[src/rtl/core/bpq_pkg.sv]
// Shared types and codes for the bounded priority queue.
`default_nettype none
package bpq_pkg;

  localparam int CNT_W = 5;
  localparam int VAL_W = 32;
  localparam int IDX_W = 16;
  localparam int OP_W  = 2;
  localparam int ST_W  = 2;

  typedef enum logic [OP_W-1:0] {
    OP_ENQ   = 2'd0,
    OP_DEQ   = 2'd1,
    OP_CLEAR = 2'd2,
    OP_QUERY = 2'd3
  } op_t;

  typedef enum logic [ST_W-1:0] {
    ST_OK    = 2'd0,
    ST_FULL  = 2'd1,
    ST_EMPTY = 2'd2
  } status_t;

  typedef struct packed {
    logic signed [VAL_W-1:0] value;
    logic [IDX_W-1:0]        index;
  } entry_t;

  // Controller to datapath commands
  typedef struct packed {
    logic capture;
    logic execute;
    logic report;
    logic cfg_write;
  } dp_cmd_t;

  typedef struct packed {
    logic [ST_W-1:0]         status;
    logic [CNT_W-1:0]        count;
    logic signed [VAL_W-1:0] min_value;
    logic [IDX_W-1:0]        min_index;
    logic signed [VAL_W-1:0] max_value;
    logic [IDX_W-1:0]        max_index;
    logic                    is_empty;
    logic                    is_full;
  } result_t;

endpackage
`default_nettype wire

[src/rtl/core/bpq_if.sv]
// Valid/ready channel interfaces: request, response and capacity write.
`default_nettype none
interface bpq_req_if;
  logic                                valid;
  logic                                ready;
  logic [bpq_pkg::OP_W-1:0]            op;
  logic [bpq_pkg::IDX_W-1:0]           item_index;
  logic signed [bpq_pkg::VAL_W-1:0]    item_value;

  modport source (output valid, op, item_index, item_value, input ready);
  modport sink (input valid, op, item_index, item_value, output ready);
endinterface

interface bpq_rsp_if;
  logic                                valid;
  logic                                ready;
  logic [bpq_pkg::ST_W-1:0]            status;
  logic [bpq_pkg::CNT_W-1:0]           count;
  logic signed [bpq_pkg::VAL_W-1:0]    min_value;
  logic [bpq_pkg::IDX_W-1:0]           min_index;
  logic signed [bpq_pkg::VAL_W-1:0]    max_value;
  logic [bpq_pkg::IDX_W-1:0]           max_index;
  logic                                is_empty;
  logic                                is_full;

  modport source (output valid, status, count, min_value, min_index, max_value,
                  max_index, is_empty, is_full, input ready);
  modport sink (input valid, status, count, min_value, min_index, max_value,
                max_index, is_empty, is_full, output ready);
endinterface

interface bpq_cfg_if;
  logic                      valid;
  logic                      ready;
  logic [bpq_pkg::CNT_W-1:0] capacity;

  modport source (output valid, capacity, input ready);
  modport sink (input valid, capacity, output ready);
endinterface
`default_nettype wire

[src/rtl/core/bpq_ctrl.sv]
// Controller state machine: handshakes and sequencing of the datapath.
`default_nettype none
module bpq_ctrl (
  input  wire logic              clk,
  input  wire logic              rst,
  input  wire logic              req_valid,
  output logic                   req_ready,
  input  wire logic              cfg_valid,
  output logic                   cfg_ready,
  output logic                   rsp_valid,
  input  wire logic              rsp_ready,
  output bpq_pkg::dp_cmd_t       cmd
);
  import bpq_pkg::*;

  typedef enum logic [1:0] {
    S_IDLE,
    S_EXEC,
    S_REPORT
  } state_t;

  state_t state;
  logic   out_free;

  assign out_free  = !rsp_valid || rsp_ready;
  // config takes precedence over a request in the same cycle
  assign cfg_ready = (state == S_IDLE);
  assign req_ready = (state == S_IDLE) && !cfg_valid;

  always_comb begin
    cmd           = '0;
    cmd.cfg_write = cfg_valid && cfg_ready;
    cmd.capture   = req_valid && req_ready;
    cmd.execute   = (state == S_EXEC);
    cmd.report    = (state == S_REPORT) && out_free;
  end

  always_ff @(posedge clk) begin
    if (rst) begin
      state     <= S_IDLE;
      rsp_valid <= 1'b0;
    end else begin
      // a new result takes the slot as the previous one leaves
      if (cmd.report) begin
        rsp_valid <= 1'b1;
      end else if (rsp_valid && rsp_ready) begin
        rsp_valid <= 1'b0;
      end
      case (state)
        S_IDLE: begin
          if (cmd.capture) begin
            state <= S_EXEC;
          end
        end
        S_EXEC: begin
          state <= S_REPORT;
        end
        S_REPORT: begin
          if (out_free) begin
            state <= S_IDLE;
          end
        end
        default: begin
          state <= S_IDLE;
        end
      endcase
    end
  end

endmodule
`default_nettype wire

[src/rtl/core/bpq_dp.sv]
// Datapath: sorted cell array with parallel compare and shift, result register.
`default_nettype none
module bpq_dp #(
  parameter int DEPTH = 16
) (
  input  wire logic                             clk,
  input  wire logic                             rst,
  input  wire bpq_pkg::dp_cmd_t                 cmd,
  input  wire logic [bpq_pkg::OP_W-1:0]         op,
  input  wire logic [bpq_pkg::IDX_W-1:0]        item_index,
  input  wire logic signed [bpq_pkg::VAL_W-1:0] item_value,
  input  wire logic [bpq_pkg::CNT_W-1:0]        cfg_capacity,
  output bpq_pkg::result_t                      result
);
  import bpq_pkg::*;

  localparam int CAP_MAX   = (DEPTH < (2 ** CNT_W) - 1) ? DEPTH : (2 ** CNT_W) - 1;
  localparam int CAP_RESET = (16 < CAP_MAX) ? 16 : CAP_MAX;

  function automatic logic sorts_after(entry_t a, entry_t b);
    logic res;
    if (a.value != b.value) begin
      res = (a.value > b.value);
    end else begin
      res = (a.index > b.index);
    end
    return res;
  endfunction

  entry_t           cells [DEPTH];
  entry_t           cells_next [DEPTH];
  entry_t           new_entry;
  op_t              op_q;
  logic [CNT_W-1:0] count;
  logic [CNT_W-1:0] count_next;
  logic [CNT_W-1:0] cap_eff;
  logic [CNT_W-1:0] cap_clamped;
  status_t          status;
  status_t          status_next;
  logic [DEPTH-1:0] gt;
  logic [DEPTH-1:0] after;
  logic             full;
  logic             reject;
  entry_t           last_entry;

  // clamp written capacity to 1..CAP_MAX
  always_comb begin
    if (cfg_capacity == '0) begin
      cap_clamped = CNT_W'(1);
    end else if (int'(cfg_capacity) > CAP_MAX) begin
      cap_clamped = CNT_W'(CAP_MAX);
    end else begin
      cap_clamped = cfg_capacity;
    end
  end

  // per-cell compare against the new item; thermometer over valid cells
  always_comb begin
    for (int i = 0; i < DEPTH; i++) begin
      gt[i]    = (i < int'(count)) && sorts_after(cells[i], new_entry);
      after[i] = (i >= int'(count)) || gt[i];
    end
  end

  assign full   = (count == cap_eff);
  assign reject = full && !(|gt);

  always_comb begin
    cells_next  = cells;
    count_next  = count;
    status_next = ST_OK;
    case (op_q)
      OP_ENQ: begin
        if (reject) begin
          status_next = ST_FULL;
        end else begin
          if (after[0]) begin
            cells_next[0] = new_entry;
          end
          for (int i = 1; i < DEPTH; i++) begin
            if (after[i]) begin
              cells_next[i] = after[i-1] ? cells[i-1] : new_entry;
            end
          end
          // when full, the largest falls off the end of the valid range
          count_next = full ? count : count + CNT_W'(1);
        end
      end
      OP_DEQ: begin
        if (count == '0) begin
          status_next = ST_EMPTY;
        end else begin
          for (int i = 0; i < DEPTH - 1; i++) begin
            cells_next[i] = cells[i+1];
          end
          count_next = count - CNT_W'(1);
        end
      end
      OP_CLEAR: begin
        count_next = '0;
      end
      default: begin
      end
    endcase
  end

  // tail select for the largest entry
  always_comb begin
    last_entry = '0;
    for (int i = 0; i < DEPTH; i++) begin
      if (int'(count) == i + 1) begin
        last_entry = cells[i];
      end
    end
  end

  always_ff @(posedge clk) begin
    if (rst) begin
      count   <= '0;
      cap_eff <= CNT_W'(CAP_RESET);
    end else if (cmd.cfg_write) begin
      count   <= '0;
      cap_eff <= cap_clamped;
    end else if (cmd.execute) begin
      count <= count_next;
    end
  end

  always_ff @(posedge clk) begin
    if (cmd.capture) begin
      op_q            <= op_t'(op);
      new_entry.value <= item_value;
      new_entry.index <= item_index;
    end
    if (cmd.execute) begin
      cells  <= cells_next;
      status <= status_next;
    end
    if (cmd.report) begin
      result.status    <= status;
      result.count     <= count;
      result.is_empty  <= (count == '0);
      result.is_full   <= (count == cap_eff);
      if (count == '0) begin
        result.min_value <= '0;
        result.min_index <= '0;
        result.max_value <= '0;
        result.max_index <= '0;
      end else begin
        result.min_value <= cells[0].value;
        result.min_index <= cells[0].index;
        result.max_value <= last_entry.value;
        result.max_index <= last_entry.index;
      end
    end
  end

endmodule
`default_nettype wire

[src/rtl/core/bounded_priority_queue.sv]
// Top level of the bounded priority queue: controller, datapath, ports.
// Sequencing: an accepted request updates the cell array (execute), then
//   loads the result register (report), which waits while a previous response is not yet taken.
// Requests are taken one at a time; the controller sequences one item
//   through the cell array update and the result register before the next.
// Reset (rst, synchronous, active high): queue empty, capacity 16 (limited
//   to DEPTH), no response pending. Stored entries are not cleared.
`default_nettype none
module bounded_priority_queue #(
  parameter int DEPTH = 16
) (
  input  wire logic clk,
  input  wire logic rst,
  bpq_req_if.sink   req,
  bpq_rsp_if.source rsp,
  bpq_cfg_if.sink   cfg
);
  import bpq_pkg::*;

  dp_cmd_t cmd;
  result_t result;

  // Sequencer: idle -> execute -> report. A capacity write is taken only
  // when idle and wins over a request offered in the same cycle.
  bpq_ctrl u_ctrl (
    .clk       (clk),
    .rst       (rst),
    .req_valid (req.valid),
    .req_ready (req.ready),
    .cfg_valid (cfg.valid),
    .cfg_ready (cfg.ready),
    .rsp_valid (rsp.valid),
    .rsp_ready (rsp.ready),
    .cmd       (cmd)
  );

  // Sorted cells: every cell compares itself against the new item in
  // parallel, then shifts right (insert) or left (dequeue) in the execute state.
  bpq_dp #(
    .DEPTH (DEPTH)
  ) u_dp (
    .clk          (clk),
    .rst          (rst),
    .cmd          (cmd),
    .op           (req.op),
    .item_index   (req.item_index),
    .item_value   (req.item_value),
    .cfg_capacity (cfg.capacity),
    .result       (result)
  );

  // Response payload straight from the result register
  assign rsp.status    = result.status;
  assign rsp.count     = result.count;
  assign rsp.min_value = result.min_value;
  assign rsp.min_index = result.min_index;
  assign rsp.max_value = result.max_value;
  assign rsp.max_index = result.max_index;
  assign rsp.is_empty  = result.is_empty;
  assign rsp.is_full   = result.is_full;

  // empty flag agrees with the count
  a_empty_count: assert property (@(posedge clk) disable iff (rst)
    rsp.valid |-> (rsp.is_empty == (rsp.count == '0)))
    else $error("is_empty disagrees with count");

  // sorted order: smallest never above largest
  a_min_le_max: assert property (@(posedge clk) disable iff (rst)
    (rsp.valid && !rsp.is_empty) |-> (rsp.min_value <= rsp.max_value))
    else $error("min entry sorts above max entry");

  // a refused enqueue only happens on a full queue
  a_reject_full: assert property (@(posedge clk) disable iff (rst)
    (rsp.valid && rsp.status == ST_FULL) |-> rsp.is_full)
    else $error("full status on a queue that is not full");

  // one item in flight at a time
  a_one_in_flight: assert property (@(posedge clk) disable iff (rst)
    (req.valid && req.ready) |=> !req.ready)
    else $error("request accepted while busy");

endmodule
`default_nettype wire
[src/flat_wrapper.sv]
// flat-port wrapper written by rule: the top's interface ports become plain ports
module bounded_priority_queue_flat import bpq_pkg::*;
#(
  parameter int DEPTH = 16
)
  (clk, rst, req_valid, req_op, req_item_index, req_item_value, req_ready, rsp_valid, rsp_status, rsp_count, rsp_min_value, rsp_min_index, rsp_max_value, rsp_max_index, rsp_is_empty, rsp_is_full, rsp_ready, cfg_valid, cfg_capacity, cfg_ready);
  bpq_req_if req_i ();
  bpq_rsp_if rsp_i ();
  bpq_cfg_if cfg_i ();
  input  wire logic clk;
  input  wire logic rst;
  input wire logic [$bits(req_i.valid)-1:0] req_valid;
  input wire logic [$bits(req_i.op)-1:0] req_op;
  input wire logic [$bits(req_i.item_index)-1:0] req_item_index;
  input wire logic [$bits(req_i.item_value)-1:0] req_item_value;
  output wire logic [$bits(req_i.ready)-1:0] req_ready;
  output wire logic [$bits(rsp_i.valid)-1:0] rsp_valid;
  output wire logic [$bits(rsp_i.status)-1:0] rsp_status;
  output wire logic [$bits(rsp_i.count)-1:0] rsp_count;
  output wire logic [$bits(rsp_i.min_value)-1:0] rsp_min_value;
  output wire logic [$bits(rsp_i.min_index)-1:0] rsp_min_index;
  output wire logic [$bits(rsp_i.max_value)-1:0] rsp_max_value;
  output wire logic [$bits(rsp_i.max_index)-1:0] rsp_max_index;
  output wire logic [$bits(rsp_i.is_empty)-1:0] rsp_is_empty;
  output wire logic [$bits(rsp_i.is_full)-1:0] rsp_is_full;
  input wire logic [$bits(rsp_i.ready)-1:0] rsp_ready;
  input wire logic [$bits(cfg_i.valid)-1:0] cfg_valid;
  input wire logic [$bits(cfg_i.capacity)-1:0] cfg_capacity;
  output wire logic [$bits(cfg_i.ready)-1:0] cfg_ready;
  assign req_i.valid = req_valid;
  assign req_i.op = req_op;
  assign req_i.item_index = req_item_index;
  assign req_i.item_value = req_item_value;
  assign req_ready = req_i.ready;
  assign rsp_valid = rsp_i.valid;
  assign rsp_status = rsp_i.status;
  assign rsp_count = rsp_i.count;
  assign rsp_min_value = rsp_i.min_value;
  assign rsp_min_index = rsp_i.min_index;
  assign rsp_max_value = rsp_i.max_value;
  assign rsp_max_index = rsp_i.max_index;
  assign rsp_is_empty = rsp_i.is_empty;
  assign rsp_is_full = rsp_i.is_full;
  assign rsp_i.ready = rsp_ready;
  assign cfg_i.valid = cfg_valid;
  assign cfg_i.capacity = cfg_capacity;
  assign cfg_ready = cfg_i.ready;
  bounded_priority_queue #(.DEPTH(DEPTH)) u_core (.clk(clk), .rst(rst), .req(req_i), .rsp(rsp_i), .cfg(cfg_i));
endmodule
[config.mk]
export PLATFORM = sky130hd
export DESIGN_NAME = bounded_priority_queue_flat
export DESIGN_NICKNAME = d
export VERILOG_FILES = /design/src/rtl/core/bpq_pkg.sv /design/src/rtl/core/bpq_if.sv /design/src/rtl/core/bpq_ctrl.sv /design/src/rtl/core/bpq_dp.sv /design/src/rtl/core/bounded_priority_queue.sv /design/src/flat_wrapper.sv
export SDC_FILE = /design/constraint.sdc
export NUM_CORES = 2
export LEC_CHECK = 0
export BUFFER_PORTS_ARGS = -buffer_cell sky130_fd_sc_hd__buf_2
export CORE_ASPECT_RATIO = 1.5
export CORE_MARGIN = 4
export CORE_UTILIZATION = 40
export CTS_CLUSTER_DIAMETER = 100
export CTS_CLUSTER_SIZE = 16
export DETAILED_ROUTE_END_ITERATION = 16
export PLACE_DENSITY = 0.61
export SETUP_SLACK_MARGIN = 0.3
export SLEW_MARGIN = 10
export SYNTH_ARGS = -nofsm -noshare
export SYNTH_HDL_FRONTEND = slang
export SYNTH_SLANG_ARGS = --single-unit
[constraint.sdc]
create_clock -name clk -period 7.1 [get_ports clk]
set_input_delay 1.065 -clock clk [delete_from_list [all_inputs] [get_ports clk]]
set_output_delay 1.065 -clock clk [all_outputs]
set_load 0.02 [all_outputs]
==> flow_summary.toml <==
[cts]
hold_buffers = 0
cts_root_buf = "clkbuf_16"
cts.clk_slew.worst_paths_ps = 80
insertion_delay_ps = 700
htree_levels = 3
cts_setup_buffers = 0
clk_path_buf_depth = 3
cts_made_buffers = 68
tritoncts = "yes"
postCtsResizedCells = 0
cts.sinks = 938

[power_and_ir_drop]
p_leak_nw = 28.1
ir_drop_mv = 0.139
power_density_nw_per_um2 = 156

[timing]
post-route-min-period_ps = 6100
rsz0062_at_grt = "no"
setup_violations = 0
hold_viol_final = 0
post-route-period-util_pct = 85.9
skew_ps = 30.0
worst_pin_slew_ps = 1300
timing.fmax_mhz = 164
hold_slack_ps = 441
timing.setup.tns_ps = 0
relSlewSlack_pct = 12.6
slew_viol_final = 0

[setup_path]
cp-start-kind = "flip-flop"
cp_max_fo = 135
crit_path_end_kind = "flip-flop"
worstReg2RegStart = "u_core.u_dp.new_entry[42]"
rr_worst_depth = 15
reg2reg_to = "u_core.u_dp.cells[295]"
worstSetupEndpoint = "u_core.u_dp.cells[295]"
cp-startpoint = "u_core.u_dp.new_entry[42]"
reg2reg_slack_ps = 1000
arrival_ps = 6490
worst_ep_required_time_ps = 7490
crit_type = "reg -> reg"

[global_routing]
grt_use_total_pct = 30.5
overflow = 0
grt_first_pass_wirelength_mm = 412
antenna_found_initial = 5
grt_max_degree = 252
grt_pass1_vias = 59000

[logic_synthesis]
synth_warnings = 0
ys_seq_elements = 938
syn_avg_cell_area_um2 = 9.49
syn_nets = 8159
netlist_area_um2 = 69500
synth-edff-count = 925
synthCells = 7322
synth_cell_types = 71
synthArstFlopShare_pct = 0
synth_ff_type = "edfxtp_1"
synth_seq_area_share_pct = 40.4

[floorplan]
dieArea_um2 = 181000
die_h_um = 518
row_count = 187
start_util_pct = 40.2
io-pin-count = 168
dieWidth_um = 348
core_area_um2 = 173000

[placement]
portBuffers = 167
dp_cells = 9420
postPlaceCellArea_um2 = 73400
dp_hpwl_mm = 215
routabilityCongestion = 1.01

[worst_hold_path]
min_path_type = "reg -> reg"

[detailed_routing]
drt-total-wl_mm = 287
vias = 62300
drt_pass1_iterations = 10
drc_errors = 0
routed_via_density = 6.55
drtAntennaViolNets = 0
post_drt_wl_per_cell_um = 30.2
drtIter0Drc = 8601

[job]
drv_cap = 0

[layout]
final_util_pct = 43.6
fin_area_um2 = 75300
area_growth_pct = 8.45
drive_gt1_share_pct = 8.99
final_cell_count_no_fill = 9517
final_nets = 8059

[outcome]
status = "completed"
==> flip-flops by register name, indices dropped and copies added (netlist names) <==
register                 flops
u_core.u_dp.cells          768
u_core.u_dp.result         105
u_core.u_dp.new_entry       48
u_core.u_dp.cap_eff          5
u_core.u_dp.count            5
u_core.u_ctrl.state          2
u_core.u_dp.op_q             2
u_core.u_dp.status           2
u_core.u_ctrl.rsp_valid      1
==> critical path: stages, from the launching register on <==
cell      delay (ps)
edfxtp_1         610
inv_2            210
buf_4            260
ha_1             320
nand4_1          120
nor4_1           800
inv_1             90
o221ai_1         390
nor4_1            90
a211o_1          370
or3_1            380
or4_1            570
nor4_4           440
buf_12           240
buf_12           410
o31ai_1          170
==> report_power, final <==
group          internal (mW)  total (mW)  switching [mW]
Clock                   1.84        3.95            2.11
Sequential              6.19        6.31           0.119
Combinational          0.504        1.52            1.01
==> synth_stat cells, drive strengths merged, types with 14 or more instances <==
cell type / count / area (um^2)
a2111oi: 19 / 166
a211oi: 80 / 601
a21o: 69 / 518
a21oi: 729 / 3650
a221o: 33 / 330
a221oi: 92 / 806
a22oi: 69 / 518
a31oi: 50 / 313
and2: 61 / 382
and3: 25 / 156
and4: 16 / 140
buf: 119 / 549
clkbuf: 461 / 1730
edfxtp: 925 / 27800
ha: 777 / 9720
inv: 126 / 473
mux2: 44 / 495
mux2i: 308 / 3080
nand2: 946 / 3550
nand2b: 17 / 106
nand3: 121 / 606
nand3b: 14 / 105
nand4: 140 / 876
nor2: 532 / 2000
nor2b: 42 / 263
nor3: 127 / 636
nor4: 23 / 159
o211ai: 89 / 668
o21a: 22 / 165
o21ai: 244 / 1220
o221ai: 30 / 263
o22ai: 100 / 626
o31ai: 723 / 5430
or3: 16 / 100
==> final cells by class <==
class | count | area (um^2)
flip-flops and latches | 938 | 28000
clock buffers | 85 | 1830
repair buffers | 410 | 2970
inverters | 126 | 473
diodes | 9 | 22.5
multi-input cells | 5678 | 39100
clock inverters | 3 | 42.5
well taps | 2268 | 2840
fillers | 16500 | 97600
==> layer usage <==
| layer | track usage, % | up-vias | part of all wire (%) |
|---|---|---|---|
| met5 | 0 | - | 0 |
| met1 | 37.4 | 30200 | 37 |
| li1 | - | 28000 | - |
| met3 | 3.36 | 711 | 7.6 |
| met4 | 23.5 | 0 | 9.1 |
| met2 | 49.1 | 3417 | 46 |
==> worst min-delay path by stage <==
stage / endpoint / start / cells past startpoint / slack [ps]
5_1_grt: u_core.u_dp.result[104] / u_core.u_dp.status[1] / 0 / 440
2_1_floorplan: u_core.u_dp.result[103] / u_core.u_dp.status[0] / 0 / 400
3_3_place_gp: u_core.u_dp.result[104] / u_core.u_dp.status[1] / 0 / 430
4_1_cts: u_core.u_dp.result[104] / u_core.u_dp.status[1] / 0 / 450
6_report: u_core.u_dp.result[104] / u_core.u_dp.status[1] / 0 / 440
3_5_place_dp: u_core.u_dp.result[104] / u_core.u_dp.status[1] / 0 / 430
==> through the flow <==
step | total power [mW] | setup WS [ps]
finish | 11.8 | 1000
global route | 12.1 | 892
CTS | 11.8 | 1120
detailed placement | 7.91 | 1120
global placement | 7.86 | 1040
floorplan | 7.34 | 610
==> cells in the final DEF, fill, tap and decap left out, drive strengths merged, types with 17 or more instances in the layout <==
cell type	count
a2111oi	19
a211oi	80
a21o	69
a21oi	729
a221o	33
a221oi	92
a22oi	69
a31oi	50
and2	61
and3	25
buf	410
clkbuf	85
edfxtp	925
ha	777
inv	127
mux2	44
mux2i	308
nand2	946
nand2b	17
nand3	121
nand4	140
nor2	532
nor2b	42
nor3	127
nor4	23
o211ai	89
o21a	22
o21ai	244
o221ai	30
o22ai	100
o31ai	723
==> cell families after synthesis <==
group,share of synthesized area (%)
compound gates,23.1
xor+xnor,0.0883
fa+ha+maj,14.0
buf+inv,3.96
flops,40.4
mux,5.15
simple gates,13.3
(Power assumes the default switching activity.)
